==> config.mk <==
export PLATFORM = sky130hd
export DESIGN_NAME = ilid_cell
export DESIGN_NICKNAME = d
export VERILOG_FILES = /design/src/design/ilid_pkg.sv /design/src/design/ilid_cell.sv
export SDC_FILE = /design/constraint.sdc
export NUM_CORES = 1
export LEC_CHECK = 0
export BUFFER_PORTS_ARGS = -buffer_cell sky130_fd_sc_hd__buf_4
export CAP_MARGIN = 40
export CORE_MARGIN = 2
export CORE_UTILIZATION = 38
export DETAILED_ROUTE_END_ITERATION = 10
export PLACE_DENSITY = 0.74
export SLEW_MARGIN = 10
export SYNTH_ARGS = -nofsm -noshare
export SYNTH_HDL_FRONTEND = slang
export SYNTH_SLANG_ARGS = --single-unit
==> constraint.sdc <==
create_clock -name clk -period 1.25 [get_ports clk]
set_input_delay 0.1875 -clock clk [delete_from_list [all_inputs] [get_ports clk]]
set_output_delay 0.1875 -clock clk [all_outputs]
set_load 0.02 [all_outputs]
==> src/design/ilid_pkg.sv <==
// shared constants and types for the indexed list insert/delete unit
`default_nettype none
package ilid_pkg;

    localparam int LIST_DEPTH = 64;
    localparam int CNT_W      = $clog2(LIST_DEPTH + 1);
    localparam int EIDX_W     = (LIST_DEPTH > 1) ? $clog2(LIST_DEPTH) : 1;
    localparam int CMD_W      = 3;
    localparam int POS_W      = 7;
    localparam int VAL_W      = 32;
    localparam int STAT_W     = 2;
    localparam int IDX_W      = 6;

    typedef enum logic [CMD_W-1:0] {
        CMD_APPEND = 3'd0,
        CMD_INSERT = 3'd1,
        CMD_EDIT   = 3'd2,
        CMD_DELETE = 3'd3,
        CMD_READ   = 3'd4,
        CMD_CLEAR  = 3'd5
    } cmd_t;

    typedef enum logic [STAT_W-1:0] {
        ST_OK    = 2'd0,
        ST_FULL  = 2'd1,
        ST_RANGE = 2'd2,
        ST_EMPTY = 2'd3
    } status_t;

    typedef enum logic {
        S_RUN,
        S_READ
    } state_t;

    // what one cell loads in a cycle
    typedef enum logic [2:0] {
        OP_HOLD,
        OP_NEW,
        OP_LOWER,
        OP_UPPER,
        OP_HEAD,
        OP_ZERO
    } cell_op_t;

    typedef struct packed {
        cell_op_t               op;
        logic signed [VAL_W-1:0] new_value;
    } cell_ctl_t;

endpackage
`default_nettype wire

==> src/design/ilid_cell.sv <==
// one list entry cell, loading from its neighbors, the head or a new value
`default_nettype none
module ilid_cell (
    input  wire                              clk,
    input  wire                              rst_n,
    input  wire ilid_pkg::cell_ctl_t         ctl,
    input  wire logic signed [ilid_pkg::VAL_W-1:0] lower,
    input  wire logic signed [ilid_pkg::VAL_W-1:0] upper,
    input  wire logic signed [ilid_pkg::VAL_W-1:0] head,
    output logic signed [ilid_pkg::VAL_W-1:0]      value
);

    logic signed [ilid_pkg::VAL_W-1:0] value_reg;
    logic signed [ilid_pkg::VAL_W-1:0] value_next;

    always_comb
    begin
        unique case (ctl.op)
            ilid_pkg::OP_HOLD:  value_next = value_reg;
            ilid_pkg::OP_NEW:   value_next = ctl.new_value;
            ilid_pkg::OP_LOWER: value_next = lower;
            ilid_pkg::OP_UPPER: value_next = upper;
            ilid_pkg::OP_HEAD:  value_next = head;
            ilid_pkg::OP_ZERO:  value_next = '0;
            default:            value_next = value_reg;
        endcase
    end

    always_ff @(posedge clk or negedge rst_n)
    begin
        if (!rst_n)
            value_reg <= '0;
        else
            value_reg <= value_next;
    end

    assign value = value_reg;

endmodule
`default_nettype wire
-- Word level (Yosys, flattened, before mapping)
Index checks and enable logic that the tools add are counted.
- eq/ne operators: 5
- muxes and demuxes: 1
- reduce and logical (&&, ||, !) cells: 1
- operators by type and width (operator ; count):
    $pmux 32 s5 ; 1
    $eq 3x2->1 const B ; 2
    $eq 3x3->1 const B ; 2
    $reduce_bool 5->1 ; 1
    $eq 3x1->1 const B ; 1
- register bits: 32
- output and inout bits: 32

-- Logic depth before layout (Yosys ltp)
Gate-level depths: netlist of run 1.
- depth after elaboration: 2
- gate-level depth with buffers: 5
- gate-level depth less buffers: 3

-- Worst setup path after synthesis of run 1
OpenSTA, ideal clock, no wires.
- path type: flip-flop to flip-flop
- start point: register value[20] (netlist name)
- end point: register value_reg, in the netlist value[20]
- setup time: 0.133 ns
- data arrival time: 1.083 ns
- required time: 1.117 ns
- path slack: 0.034 ns
- cell stages (with the launch flop): 4
- buffers on the path: 0
- period minus slack after synthesis: 1.216 ns
- path through: dfrtp_1 -> mux2_2 -> a222oi_1 -> a21oi_1
- RTL lines (item ; line ; RTL):
    end signal, assigned ; ilid_cell.sv:34 ; value_reg <= value_next;
    end, declared ; ilid_cell.sv:13 ; logic signed [ilid_pkg::VAL_W-1:0] value_reg;

==> results.toml, run 1 <==
[synthesis]
syn_area_per_cell_um2 = 10.4
seq_area_frac_synth_pct = 34.0
ys_warn_count = 0
syn_area_um2 = 2350
synthArstFlopShare_pct = 100
synthDistinctLibCells = 20
syn_inst = 226
synth_nets = 359
synth_ff_type = "dfrtp_1"
synth_area_leaders = "dfrtp_1, a222oi_1, mux2_1, a22oi_1, o21ai_1"
synth_top_area_share_pct = 34.0
synth_top_cell_by_area = "dfrtp_1"
synth_edf_count = 0
ys_ff_latch = 32
netlist_top_cells_count = "a222oi_1, dfrtp_1, a22oi_1, o21ai_1, mux2_1"

[drt]
wire_per_inst_um = 16.8
drcViolationCount = 0
wirelength_um = 7760
dr_total_vias = 2594
vias_per_cell = 5.63
dr.pass1.iters = 7
dr.first_iter.drc_count = 242
postRouteAntennaNets = 0

[finish]
syn_to_final_growth_pct = 61.5
final_nets = 518
final_cell_count_no_fill = 461
utilization_pct = 63.8
antennaDiodeCount = 0
stdcell_area_um2 = 3800
fillCellCount = 525
drive_above_1_share_pct = 50.3
largest_register_ffs = 32

[clocking]
cts_max_level = 2
cts-buffers-inserted = 5
path_clk_slew_ps = 70
clk_latency_ps = 280
cts_tree = "yes"
cts_sinks = 32
cts_buffer_depth = 2
cts-root-buf = "clkbuf_8"

[worst_setup_path]
path_buf_inv = 0
r2r_cells = 3
critPathCaptureType = "register"
slowest_stage = "dfrtp_1"
path_max_fanout = 3
start_kind = "register"
path_delay_family = "flip-flops"
reg2reg_from = "value[20]"
crit_type = "register to register"
worstPathArrival_ps = 1320
path_cells = "mux2_2, a222oi_1, a21oi_1"
cp.required_ps = 1400
r2r_slack_ps = 80
slowest_delay_ps = 390
r2r_end = "value[20]"

[sta]
drv_slew = 0
clock.fmax_mhz = 856
finalHoldViolations = 0
relSlewSlack_pct = 70.6
finalSetupViolCount = 0
period_minus_slack_ps = 1170
skew_ps = 0
period_share_pct = 93.4
tns_ps = 0
tightest_slew_ps = 442
grt_setup_unrepaired = "false"

[power_and_ir_drop]
power_frac_comb_pct = 38.4
p_per_area_nw_per_um2 = 894
p_leak_nw = 1.80
p_int_mw = 2.33
power.switching_mw = 1.06
seqPwrFrac_pct = 37.0
swShare_pct = 31.3
ir_drop_uv = 447
finalPower_mw = 3.40
clkPwrFrac_pct = 24.6

[outcome]
outcome = "complete, no violations"

[job]
cap_violations = 0

[die]
core_area_um2 = 5960
die_h_um = 82.7
num_rows = 28
die_area_um2 = 6840
pin_count = 165
start_util_pct = 39.5
die_w_um = 82.7

[worst_hold_path]
hold_depth = 3
hold_path.startpoint = "ctl[12]"
hp-class = "input port to register"
holdPathEnd = "value[12]"

[placement]
placedCellCount = 452
dp_hpwl_um = 5680
gp_congestion = 0.733
place_area_um2 = 3700
portBuffers = 164

[global_route]
track_usage_pct = 22.9
grt_pass1_wl_um = 12100
antenna_found_initial = 0
grt_pass1_vias = 2655
grt_max_degree = 33
grt-ovfl-total = 0
[power by group through the flow]
stage | combinational (mW) | sequential (mW) | clock [mW]
6_report | 1.30 | 1.26 | 0.835
5_1_grt | 1.41 | 1.28 | 0.906
4_1_cts | 1.31 | 1.25 | 0.850
3_5_place_dp | 1.31 | 1.27 | 0
3_3_place_gp | 1.29 | 1.26 | 0
2_1_floorplan | 0.476 | 1.42 | 0
[worst max path at each step]
| stage | startpoint | slack, ps | to | depth (start not counted) |
|---|---|---|---|---|
| 2_1_floorplan | value[20] | 30 | value[20] | 3 |
| 3_3_place_gp | ctl[32] | -30 | value[1] | 5 |
| 3_5_place_dp | ctl[32] | -80 | value[17] | 5 |
| 4_1_cts | value[20] | 80 | value[20] | 3 |
| 5_1_grt | value[24] | 40 | value[24] | 3 |
| 6_report | value[20] | 80 | value[20] | 3 |
[stage by stage]
stage / hold WS [ps] / setup slack [ps]
final: 177 / 82.2
after global routing: 191 / 36.2
after CTS: 178 / 82.5
after detailed placement: 164 / -75.9
after global placement: 161 / -31.8
after floorplan: -108 / 34.4
[cell type report]
cell class | count | area (µm²) | share of cell area, %
Timing Repair Buffer | 179 | 1460 | 38.4
Inverter | 1 | 3.75 | 0.0988
Tap cell | 75 | 93.8 | 2.47
Multi-Input combinational cell | 166 | 1350 | 35.5
Sequential cell | 32 | 801 | 21.1
Clock inverter | 2 | 10.0 | 0.263
Clock buffer | 6 | 82.6 | 2.17
[tightest hold or removal path, stage by stage]
cell,delay (ps)
buf_4,70
a22oi_1,50
o21ai_1,110
[layer usage]
metal | part of all wire, % | vias to the layer above | global-route usage, %
met4 | 1.2 | 0 | 6.39
met5 | 0 | - | 0
met1 | 39 | 1242 | 26.2
met3 | 7.1 | 8 | 3.26
met2 | 53 | 116 | 43.9
li1 | - | 1228 | -
[timing repair]
| action | 4_1_cts | 5_1_grt |
|---|---|---|
| gates resized for setup | 0 | 0 |
| endpoints found under the hold margin | 32 | 0 |
| buffers inserted | 0 | 0 |
| setup endpoints to repair | 0 | 0 |
| hold buffers | 1 | 0 |
[logic make-up after synthesis]
| group | synth area share (%) |
|---|---|
| AND/OR/NAND/NOR | 11.0 |
| flip-flops | 34.0 |
| buffers and inverters | 8.83 |
| AO/OA/AOI/OAI | 30.3 |
| multiplexers | 15.9 |
[cells in the final DEF, fill, tap and decap left out]
master	netlist	final
a21oi_1	1	1
a222oi_1	32	32
a22oi_1	31	31
and2_4	1	1
and2b_1	12	12
and2b_4	1	1
buf_12	0	9
buf_4	0	169
clkbuf_8	0	6
clkinv_2	0	2
dfrtp_1	32	32
dlygate4sd3_1	0	1
inv_1	1	1
mux2_1	28	28
mux2_2	3	3
mux2_4	1	1
mux2i_1	1	1
nor2_2	0	1
nor2b_1	22	21
nor2b_2	0	1
o21ai_0	1	1
o21ai_1	30	30
or2b_1	1	1
Power figures use the tool's default switching activity.
==> inputs of run 2 (changes only) <==
--- a/config.mk
+++ b/config.mk
@@ -10,7 +10,9 @@
 export CORE_MARGIN = 2
 export CORE_UTILIZATION = 38
 export DETAILED_ROUTE_END_ITERATION = 10
+export MAX_ROUTING_LAYER = met4
 export PLACE_DENSITY = 0.74
+export REMOVE_ABC_BUFFERS = 1
 export SLEW_MARGIN = 10
 export SYNTH_ARGS = -nofsm -noshare
 export SYNTH_HDL_FRONTEND = slang
==> results.toml, run 2 (synthesized netlist as in run 1, its figures left out) <==
[global_route]
grt_pass1_wl_um = 12100
grt_use_met1_pct = 26.5
track_usage_pct = 24.2
use_met2_pct = 42.3
antenna_found_initial = 0
busiest_layer = "met2"
grt_use_met3_pct = 5.87
grt_pass1_vias = 2618
grt_max_degree = 33
grt-ovfl-total = 0

[worst_setup_path]
r2r_cells = 3
critPathCaptureType = "register"
reg2reg_from = "value[20]"
slowest_stage = "dfrtp_1"
path_delay_family = "compound AO/OA/AOI/OAI gates"
path_max_fanout = 3
slowest_delay_ps = 390
path_buf_inv = 0
crit_type = "register to register"
r2r_end = "value[20]"
path_cells = "mux2_2, a222oi_1, a21oi_1"
worstPathArrival_ps = 1340
start_kind = "register"
r2r_slack_ps = 70
cp.required_ps = 1410

[finish]
utilization_pct = 64.3
stdcell_area_um2 = 3830
final_common_cell = "buf_4"
drive_above_1_share_pct = 50.5
final_nets = 524
antennaDiodeCount = 0
largest_register_ffs = 32
final_cell_count_no_fill = 467
most-common-layout-cells = "buf_4, a222oi_1, dfrtp_1, a22oi_1, o21ai_1"
syn_to_final_growth_pct = 62.7

[clocking]
cts-buffers-inserted = 5
cts_tree = "yes"
cts_sinks = 32
cts-root-buf = "clkbuf_8"
clk_latency_ps = 280
cts.repair.resized = 0
cts_buffer_depth = 2
cts_max_level = 2
path_clk_slew_ps = 70

[sta]
period_minus_slack_ps = 1180
tightest_slew_ps = 438
grt_setup_unrepaired = "false"
final.setup.worst_slack_ps = 73.9
drv_slew = 0
clock.fmax_mhz = 850
tns_ps = 0
holdWs_ps = 176
finalSetupViolCount = 0
skew_ps = 0
period_share_pct = 94.1
finalHoldViolations = 0
relSlewSlack_pct = 70.8

[outcome]
outcome = "complete, no violations"

[drt]
vias_per_cell = 5.68
dr_total_vias = 2653
dr.pass1.iters = 6
postRouteAntennaNets = 0
dr.first_iter.drc_count = 263
drcViolationCount = 0
wirelength_um = 8030
wire_per_inst_um = 17.2

[die]
die_w_um = 82.7
die_area_um2 = 6840
core_area_um2 = 5960
start_util_pct = 39.5
pin_count = 165
num_rows = 28
die_h_um = 82.7

[placement]
dp_hpwl_um = 5890
pre_cts_ws_ps = -115
portBuffers = 164
place_area_um2 = 3730
placedCellCount = 458
gp_congestion = 0.749

[worst_hold_path]
hp-class = "input port to register"
hold_path.startpoint = "ctl[30]"
holdPathEnd = "value[30]"
hold_depth = 3

[power_and_ir_drop]
ir_drop_uv = 460
p_per_area_nw_per_um2 = 890
p_leak_nw = 1.82
finalPower_mw = 3.41

[job]
cap_violations = 0
==> run 2: cell types whose count changed in the layout (fill, tap and decap cells not counted) <==
cell / previous run / this run
clkinv_2: 2 / 0
buf_12: 9 / 8
buf_4: 169 / 176
clkbuf_1: 0 / 2
==> run 2: worst register-to-register path: stages (launching register included) <==
cell	delay, ps
dfrtp_1	390
mux2_2	260
a222oi_1	330
a21oi_1	70
==> run 2: layout make-up <==
class                           instances  area, µm²
Fill cell                             534       2130
Timing Repair Buffer                  185       1490
Multi-Input combinational cell        166       1350
Sequential cell                        32        801
Tap cell                               75       93.8
Clock buffer                            8       90.1
Inverter                                1       3.75
==> run 2: power by group <==
| part | switching, mW | internal (mW) | total, mW |
|---|---|---|---|
| logic | 0.582 | 0.738 | 1.32 |
| registers | 0.0956 | 1.16 | 1.26 |
| clock network | 0.381 | 0.449 | 0.830 |
| total | 1.06 | 2.35 | 3.41 |
==> run 2: worst max-delay path by stage <==
stage / startpoint / end / depth (start not counted)
after floorplan: ctl[32] / value[21] / 3
after global placement: ctl[32] / value[20] / 5
after detailed placement: ctl[32] / value[20] / 5
after CTS: value[20] / value[20] / 3
after global routing: value[20] / value[20] / 3
final: value[20] / value[20] / 3
==> run 2: what timing repair did <==
item / in CTS / in global routing
setup buffers: 0 / 0
hold buffers: 1 / 0
setup endpoints to repair: 0 / 0
hold endpoints to repair: 32 / 0
==> run 2: per-layer routing <==
metal	part of all wire, %	vias up
li1	-	1238
met1	38	1272
met2	52	134
met3	8.6	9
met4	1.2	0
met5	0	-
